--- src/rtl/gpc_pkg.sv ---
// shared types and constants for the genotype pair correlation block
package gpc_pkg;

	localparam int FRAC_BITS   = 16;
	localparam int GENO_W      = 3;
	localparam int COUNT_W     = 17;
	localparam int SUM_W       = 18;
	localparam int SQ_W        = 19;
	localparam int COEF_W      = 18;
	localparam int OPND_W      = 36;
	localparam int PROD_W      = 2 * OPND_W;
	localparam int UNIT_W      = PROD_W + 2;
	localparam int QUO_W       = 2 * FRAC_BITS + 1;
	localparam int ROOT_W      = QUO_W + 1;
	localparam int CNT_W       = 7;
	localparam int OP_W        = 3;
	localparam int IN_DATA_W   = 8;
	localparam int OUT_DATA_W  = 40;

	localparam logic [CNT_W-1:0] MUL_LAST   = CNT_W'(OPND_W - 1);
	localparam logic [CNT_W-1:0] DIV_LAST_R = CNT_W'(PROD_W + FRAC_BITS - 1);
	localparam logic [CNT_W-1:0] DIV_LAST_P = CNT_W'(PROD_W + 2 * FRAC_BITS - 1);

	// product schedule of the finishing sequence
	localparam logic [OP_W-1:0] OP_N_SAA  = 3'd0;
	localparam logic [OP_W-1:0] OP_SA_SA  = 3'd1;
	localparam logic [OP_W-1:0] OP_N_SBB  = 3'd2;
	localparam logic [OP_W-1:0] OP_SB_SB  = 3'd3;
	localparam logic [OP_W-1:0] OP_N_SAB  = 3'd4;
	localparam logic [OP_W-1:0] OP_SA_SB  = 3'd5;
	localparam logic [OP_W-1:0] OP_MAG_SQ = 3'd6;
	localparam logic [OP_W-1:0] OP_VA_VB  = 3'd7;

	localparam logic METHOD_R2 = 1'b0;

	typedef enum logic [6:0] {
		S_IDLE = 7'b0000001,
		S_LOAD = 7'b0000010,
		S_MUL  = 7'b0000100,
		S_ABS  = 7'b0001000,
		S_DIV  = 7'b0010000,
		S_SQRT = 7'b0100000,
		S_DONE = 7'b1000000
	} state_t;

endpackage

--- src/rtl/genotype_pair_correlation.sv ---
// genotype pair correlation: accumulation of sums and iterative r squared / pearson r
//
// channel   dir  handshake               payload
// s_axis    in   s_tvalid / s_tready     s_tdata {genotype_b, genotype_a}, s_tlast
// m_axis    out  m_tvalid / m_tready     m_tdata {pair_count, coefficient}, m_tuser degenerate
// cfg       in   cfg_valid / cfg_ready   cfg_data method
//
// items without tlast are taken one per cycle. an item with tlast starts the finishing
// sequence on one shared 74-bit add/subtract unit: eight shift-add products (a degenerate
// pair stops after the sixth and goes straight to the result), a sign step, 88 (r squared)
// or 104 (pearson) restoring divide steps and 17 square root steps for pearson, up to the
// loaded result register; no input is taken meanwhile.
// the result waits in an output register; the next run is taken once it is loaded.
// reset clears the sums, the method register and the handshake state.
module genotype_pair_correlation
	import gpc_pkg::*;
(
	input  logic                  clk,
	input  logic                  arst_n,
	input  logic                  s_tvalid,
	output logic                  s_tready,
	input  logic [IN_DATA_W-1:0]  s_tdata,   // [2:0] genotype_a, [5:3] genotype_b
	input  logic                  s_tlast,
	output logic                  m_tvalid,
	input  logic                  m_tready,
	output logic [OUT_DATA_W-1:0] m_tdata,   // [17:0] coefficient, [34:18] pair_count
	output logic                  m_tuser,   // [0] degenerate
	input  logic                  cfg_valid,
	output logic                  cfg_ready,
	input  logic                  cfg_data
);

	state_t              state_q;
	logic [OP_W-1:0]     op_q;
	logic [CNT_W-1:0]    cnt_q;
	logic                method_q;

	logic [COUNT_W-1:0]  n_q;
	logic [SUM_W-1:0]    sa_q, sb_q;
	logic [SQ_W-1:0]     saa_q, sbb_q, sab_q;

	logic [UNIT_W-1:0]   acc_q, md_q;
	logic [OPND_W-1:0]   mr_q, va_q, vb_q, mag_q;
	logic                neg_q;
	logic [PROD_W-1:0]   num_q, den_q;
	logic [PROD_W:0]     rem_q;
	logic [QUO_W-1:0]    quo_q;
	logic [ROOT_W-1:0]   x_q, res_q, bit_q;
	logic [COEF_W-1:0]   coef_q;
	logic                degen_q;

	logic                m_tvalid_q, m_tuser_q;
	logic [OUT_DATA_W-1:0] m_tdata_q;

	logic [GENO_W-1:0]   ga, gb;
	logic                pair_ok, s_fire, out_load;
	logic [UNIT_W-1:0]   ua, ub, usum;
	logic                usub;
	logic [OPND_W-1:0]   opa, opb;
	logic [PROD_W:0]     rem_sh;
	logic [QUO_W-1:0]    quo_nxt;
	logic [ROOT_W-1:0]   res_bit, res_nxt;
	logic [CNT_W-1:0]    div_last;

	assign ga      = s_tdata[GENO_W-1:0];
	assign gb      = s_tdata[2*GENO_W-1:GENO_W];
	// codes 0..2 only, and the count stops once bit 16 is set (at 65536)
	assign pair_ok = !ga[2] && !(ga[1] && ga[0]) && !gb[2] && !(gb[1] && gb[0]) && !n_q[16];
	assign s_tready = (state_q == S_IDLE);
	assign s_fire   = s_tvalid && s_tready;
	assign out_load = (state_q == S_DONE) && (!m_tvalid_q || m_tready);
	assign cfg_ready = 1'b1;
	assign m_tvalid = m_tvalid_q;
	assign m_tdata  = m_tdata_q;
	assign m_tuser  = m_tuser_q;

	assign rem_sh   = {rem_q[PROD_W-1:0], num_q[PROD_W-1]};
	assign quo_nxt  = {quo_q[QUO_W-2:0], !usum[UNIT_W-1]};
	assign res_bit  = res_q + bit_q;
	assign res_nxt  = usum[UNIT_W-1] ? (res_q >> 1) : ((res_q >> 1) + bit_q);
	assign div_last = (method_q == METHOD_R2) ? DIV_LAST_R : DIV_LAST_P;

	// operands of the product scheduled next
	always_comb begin
		case (op_q)
			OP_N_SAA:  begin opa = OPND_W'(n_q);  opb = OPND_W'(saa_q); end
			OP_SA_SA:  begin opa = OPND_W'(sa_q); opb = OPND_W'(sa_q);  end
			OP_N_SBB:  begin opa = OPND_W'(n_q);  opb = OPND_W'(sbb_q); end
			OP_SB_SB:  begin opa = OPND_W'(sb_q); opb = OPND_W'(sb_q);  end
			OP_N_SAB:  begin opa = OPND_W'(n_q);  opb = OPND_W'(sab_q); end
			OP_SA_SB:  begin opa = OPND_W'(sa_q); opb = OPND_W'(sb_q);  end
			OP_MAG_SQ: begin opa = mag_q;         opb = mag_q;          end
			default:   begin opa = va_q;          opb = vb_q;           end
		endcase
	end

	// the shared add/subtract unit
	always_comb begin
		ua   = '0;
		ub   = '0;
		usub = 1'b0;
		unique case (state_q)
			S_MUL: begin
				ua   = acc_q;
				ub   = mr_q[0] ? md_q : '0;
				usub = op_q[0] && (op_q != OP_VA_VB);
			end
			S_ABS: begin
				ub   = acc_q;
				usub = 1'b1;
			end
			S_DIV: begin
				ua   = UNIT_W'(rem_sh);
				ub   = UNIT_W'(den_q);
				usub = 1'b1;
			end
			S_SQRT: begin
				ua   = UNIT_W'(x_q);
				ub   = UNIT_W'(res_bit);
				usub = 1'b1;
			end
			default: begin
				usub = 1'b0;
			end
		endcase
		usum = ua + (usub ? ~ub : ub) + UNIT_W'(usub);
	end

	always_ff @(posedge clk or negedge arst_n) begin
		if (!arst_n) begin
			state_q    <= S_IDLE;
			method_q   <= METHOD_R2;
			n_q        <= '0;
			sa_q       <= '0;
			sb_q       <= '0;
			saa_q      <= '0;
			sbb_q      <= '0;
			sab_q      <= '0;
			m_tvalid_q <= 1'b0;
			op_q       <= '0;
			cnt_q      <= '0;
		end else begin
			if (cfg_valid) begin
				method_q <= cfg_data;
			end
			if (out_load) begin
				m_tvalid_q <= 1'b1;
			end else if (m_tvalid_q && m_tready) begin
				m_tvalid_q <= 1'b0;
			end
			unique case (state_q)
				S_IDLE: begin
					if (s_fire) begin
						if (pair_ok) begin
							n_q   <= n_q + 1'b1;
							sa_q  <= sa_q + SUM_W'(ga);
							sb_q  <= sb_q + SUM_W'(gb);
							saa_q <= saa_q + SQ_W'(ga[1:0]) * SQ_W'(ga[1:0]);
							sbb_q <= sbb_q + SQ_W'(gb[1:0]) * SQ_W'(gb[1:0]);
							sab_q <= sab_q + SQ_W'(ga[1:0]) * SQ_W'(gb[1:0]);
						end
						if (s_tlast) begin
							op_q    <= OP_N_SAA;
							state_q <= S_LOAD;
						end
					end
				end
				S_LOAD: begin
					md_q  <= UNIT_W'(opa);
					mr_q  <= opb;
					cnt_q <= '0;
					// odd products subtract from the running sum, va*vb stands alone
					if (!op_q[0] || op_q == OP_VA_VB) begin
						acc_q <= '0;
					end
					state_q <= S_MUL;
				end
				S_MUL: begin
					acc_q <= usum;
					md_q  <= md_q << 1;
					mr_q  <= mr_q >> 1;
					if (cnt_q != MUL_LAST) begin
						cnt_q <= cnt_q + 1'b1;
					end else begin
						op_q <= op_q + 1'b1;
						case (op_q)
							OP_SA_SA: begin
								va_q    <= usum[OPND_W-1:0];
								state_q <= S_LOAD;
							end
							OP_SB_SB: begin
								vb_q    <= usum[OPND_W-1:0];
								state_q <= S_LOAD;
							end
							OP_SA_SB: state_q <= S_ABS;
							OP_MAG_SQ: begin
								num_q   <= usum[PROD_W-1:0];
								state_q <= S_LOAD;
							end
							OP_VA_VB: begin
								den_q   <= usum[PROD_W-1:0];
								rem_q   <= '0;
								quo_q   <= '0;
								cnt_q   <= '0;
								state_q <= S_DIV;
							end
							default: state_q <= S_LOAD;
						endcase
					end
				end
				S_ABS: begin
					neg_q <= acc_q[UNIT_W-1];
					mag_q <= acc_q[UNIT_W-1] ? usum[OPND_W-1:0] : acc_q[OPND_W-1:0];
					if (n_q == '0 || va_q == '0 || vb_q == '0) begin
						degen_q <= 1'b1;
						coef_q  <= '0;
						state_q <= S_DONE;
					end else begin
						degen_q <= 1'b0;
						state_q <= S_LOAD;
					end
				end
				S_DIV: begin
					num_q <= num_q << 1;
					quo_q <= quo_nxt;
					rem_q <= usum[UNIT_W-1] ? rem_sh : usum[PROD_W:0];
					cnt_q <= cnt_q + 1'b1;
					if (cnt_q == div_last) begin
						if (method_q == METHOD_R2) begin
							coef_q  <= quo_nxt[COEF_W-1:0];
							state_q <= S_DONE;
						end else begin
							x_q     <= ROOT_W'(quo_nxt);
							res_q   <= '0;
							bit_q   <= ROOT_W'(1) << (2 * FRAC_BITS);
							state_q <= S_SQRT;
						end
					end
				end
				S_SQRT: begin
					if (!usum[UNIT_W-1]) begin
						x_q <= usum[ROOT_W-1:0];
					end
					res_q <= res_nxt;
					bit_q <= bit_q >> 2;
					if (bit_q == ROOT_W'(1)) begin
						coef_q  <= neg_q ? (COEF_W'(0) - res_nxt[COEF_W-1:0])
						                 : res_nxt[COEF_W-1:0];
						state_q <= S_DONE;
					end
				end
				S_DONE: begin
					if (out_load) begin
						m_tdata_q  <= OUT_DATA_W'({n_q, coef_q});
						m_tuser_q  <= degen_q;
						n_q        <= '0;
						sa_q       <= '0;
						sb_q       <= '0;
						saa_q      <= '0;
						sbb_q      <= '0;
						sab_q      <= '0;
						state_q    <= S_IDLE;
					end
				end
				default: state_q <= S_IDLE;
			endcase
		end
	end

endmodule
--- config.mk ---
export PLATFORM = sky130hd
export DESIGN_NAME = genotype_pair_correlation
export DESIGN_NICKNAME = d
export VERILOG_FILES = /design/src/rtl/gpc_pkg.sv /design/src/rtl/genotype_pair_correlation.sv
export SDC_FILE = /design/constraint.sdc
export NUM_CORES = 2
export LEC_CHECK = 0
export BUFFER_PORTS_ARGS = -buffer_cell sky130_fd_sc_hd__buf_2
export CAP_MARGIN = 20
export CORE_UTILIZATION = 40
export CTS_CLUSTER_DIAMETER = 40
export DETAILED_ROUTE_END_ITERATION = 10
export PLACE_DENSITY = 0.52
export SLEW_MARGIN = 20
export SYNTH_ARGS = -nofsm -noshare
export SYNTH_HDL_FRONTEND = slang
export SYNTH_SLANG_ARGS = --single-unit
--- constraint.sdc ---
create_clock -name clk -period 10.5 [get_ports clk]
set_input_delay 0.525 -clock clk [delete_from_list [all_inputs] [get_ports clk]]
set_output_delay 0.525 -clock clk [all_outputs]
set_load 0.005 [all_outputs]
==> flow_summary.ini <==
[floorplanning]
core-area_mm2 = 0.107
io_pins = 59
die_x_um = 332
die-area_mm2 = 0.110
rows = 120
die_y_um = 332
start_util_pct = 40.5

[setup_path]
crit_path_end_kind = register
rr_worst_depth = 35
reg2reg_from = res_q[2]
r2r-end = coef_q[16]
cp_max_fo = 10
critPathLaunchType = register
max_stage_delay_ps = 510
critPathBufInv = 1
crit_slowest_cell = edfxtp_1
path_class = reg2reg
reg2reg_slack_ps = 1170
crit_path_frequent_cell = a31o_2
arrival_ps = 9830
startpoint = res_q[2]
critical_path_required_ps = 11000
cp_top_family = compound AO/OA/AOI/OAI gates

[cts]
cts_buffer_depth = 3
clock_sinks = 810
cts_made_buffers = 137
cts_tree = done
path_clk_slew_ps = 50
clkLatencyLatePin_ps = 760
root_buffer = clkbuf_16
cts.htree.levels = 4
cts_resized = 0

[power]
ir_drop_v = 0.000147
pwr-share-comb_pct = 9.3
switching_share_pct = 26.5
switchingPower_uw = 2400
p_total_uw = 9030
pwr-share-clk_pct = 48.9
leakage_uw = 0.0191
intPower_uw = 6640
seqPwrFrac_pct = 41.8
p_per_area_mw_per_mm2 = 182

[synth]
yosysWarnings = 0
ys.flop_type = edfxtp_1
ys_types = 87
synth-edff-count = 681
syn_inst = 4097
syn_area_mm2 = 0.0435
ys_seq_elements = 810
yosys.area.top_type = edfxtp_1
syn_avg_cell_area_um2 = 10.6
synth_top_area_share_pct = 47.1
async_flop_share_pct = 15.9
ys_top_cells_by_area = edfxtp_1 47%, dfrtp_1 7.4%, nand2_1 4.7%, ha_1 4.0%, xnor2_1 3.7%
yosysSeqAreaShare_pct = 54.5

[place]
port_buffers = 50
dpl-instance-area_mm2 = 0.0452
dp_slack_ps = 1260
dp_hpwl_um = 87700
gp_congestion = 0.882

[drt]
routed_via_density = 5.74
num_vias = 32200
dr.pass1.iters = 8
drc = 0
drtIter0Drc = 3168
wl_um = 128000
wl_per_cell_um = 22.8
ant_nets = 0

[min_path]
min_from = m_tready
hold_depth = 3
min-delay-path-class = in2reg
hold_end = m_tvalid

[timing]
relSlewSlack_pct = 24.5
max_freq_ghz = 0.107
skew_ps = 39.7
final-hold-violation-count = 0
worst_pin_slew_ps = 1120
fin_ws_ps = 1170
finalCriticalPeriod_ps = 9330
maxSlewViolCount = 0
setup_tns_ps = 0
fin_crit_sh_pct = 88.9
hold_slack_ps = 122
rsz0062_at_grt = no
setup_viol_count_final = 0

[global_routing]
grt_overflow = 0
grt_max_degree = 124
track_usage_pct = 23.1
grt_pass1_wl_um = 197000
antenna_found_initial = 1
grt_pass1_vias = 31500

[layout]
fillers = 10000
fin_area_mm2 = 0.0497
final_net_count = 4261
drive_above_1_share_pct = 10.3
syn2layout_area_growth_pct = 14.4
n_antenna_cell = 0

[outcome]
outcome = finished, final reports clean

[flow_run]
drv_cap = 0
per-layer routing:
| layer | up-vias | global-route usage [%] | share of wire (%) |
|---|---|---|---|
| met5 | - | 0 | 0 |
| met1 | 16000 | 31.2 | 44 |
| li1 | 15200 | - | - |
| met3 | 216 | 3.22 | 4.8 |
| met4 | 0 | 7.05 | 2.5 |
| met2 | 887 | 38.5 | 48 |
per-stage QoR:
| stage | util (%) | instances |
|---|---|---|
| 2_1_floorplan | - | 4101 |
| 3_3_place_gp | 42.1 | 5360 |
| 3_5_place_dp | 42.1 | 5361 |
| 4_1_cts | 46.3 | 5617 |
| 5_1_grt | 46.3 | 5617 |
| 6_report | 46.3 | 5617 |
tightest hold or removal path, delay by kind of cell:
kind	cells	cell delay [ps]
buf+inv	1	80
simple gates	2	220
cell usage in the layout (no fill, tap or decap), types with 30 or more instances in the layout:
| cell type | instances |
|---|---|
| inv_1 | 140 |
| nand3_1 | 66 |
| o21bai_1 | 30 |
| and3_1 | 35 |
| mux2_2 | 39 |
| ha_1 | 139 |
| o21ai_0 | 267 |
| nor2b_1 | 30 |
| a21oi_1 | 274 |
| xor2_1 | 109 |
| edfxtp_1 | 681 |
| buf_2 | 49 |
| nor3_1 | 35 |
| a222oi_1 | 122 |
| buf_4 | 52 |
| a21o_1 | 64 |
| xnor2_1 | 186 |
| clkbuf_16 | 137 |
| dfrtp_1 | 128 |
| nand2_1 | 539 |
| nand4_1 | 68 |
| a22oi_1 | 73 |
| nor2_1 | 333 |
| and2_1 | 120 |
| a22o_1 | 47 |
logic make-up (layout without fill, tap and decap cells):
kind of cell | after synthesis | after routing | synth area share [%]
and+or+nand+nor | 1363 | 1363 | 14.5
adders and majority gates | 146 | 146 | 4.32
DFF | 810 | 810 | 54.5
muxes | 49 | 49 | 1.24
other | 2 | 6 | 0.0173
AOI/OAI and AO/OA | 1038 | 1038 | 16.0
buffers and inverters | 394 | 507 | 3.54
xor gates and xnor gates | 295 | 295 | 5.94
synth_stat cells, drive strengths merged (8+ instances only):
library cell and count:
nand3 68, a21boi 8, clkbuf 206, o21bai 30, mux2i 10, and3 39, buf 46, o41ai 9
or3 29, a211oi 16, dfrtp 128, a22oi 73, a21oi 274, a31o 10, nor2 337, nor2b 31
nand2 539, a22o 47, a31oi 29, o21ai 269, or2 9, nor3 37, a222oi 122, o31ai 15
edfxtp 681, a211o 10, nand4 68, xor2 109, xnor2 186, o211ai 8, ha 139, mux2 39
and2 124, nand2b 18, nor4 32, o21a 9, inv 141, a21o 64
registers in the layout, indices dropped and copies added, names as in the netlist, 35 cells and up:
| register | cells |
|---|---|
| va_q | 36 |
| mag_q | 36 |
| vb_q | 36 |
| acc_q | 74 |
| mr_q | 36 |
| md_q | 74 |
| num_q | 72 |
| m_tdata | 35 |
| den_q | 72 |
| rem_q | 72 |
area by class of cell:
cell class              instances  area (um^2)  area share (%)
repair buffers                112          817            1.64
clock buffers                 165         3570            7.19
inverters                     142          536            1.08
multi-input cells            2897        18400            37.1
clock inverters                88          937            1.88
well taps                    1403         1760            3.53
flip-flops and latches        810        23700            47.6
timing repair:
item	CTS	global route
buffers inserted	0	0
hold endpoints to repair	21	0
hold buffers	3	0
how the worst max path moves through the flow:
| stage | end | slack (ps) | cells past startpoint |
|---|---|---|---|
| 4_1_cts | coef_q[16] | 1170 | 35 |
| 2_1_floorplan | quo_q[0] | 1010 | 5 |
| 3_5_place_dp | coef_q[16] | 1260 | 36 |
| 5_1_grt | coef_q[16] | 380 | 33 |
| 6_report | coef_q[16] | 1170 | 35 |
| 3_3_place_gp | coef_q[16] | 1360 | 35 |
power by group through the flow:
| stage | registers (uW) | clock network, uW | logic, uW |
|---|---|---|---|
| after global placement | 3840 | 0 | 833 |
| after global routing | 3790 | 4620 | 941 |
| after floorplan | 3790 | 0 | 591 |
| after CTS | 3780 | 4490 | 848 |
| after detailed placement | 3840 | 0 | 842 |
| final | 3780 | 4420 | 839 |
Note: power is estimated with default switching activity, not from simulation.
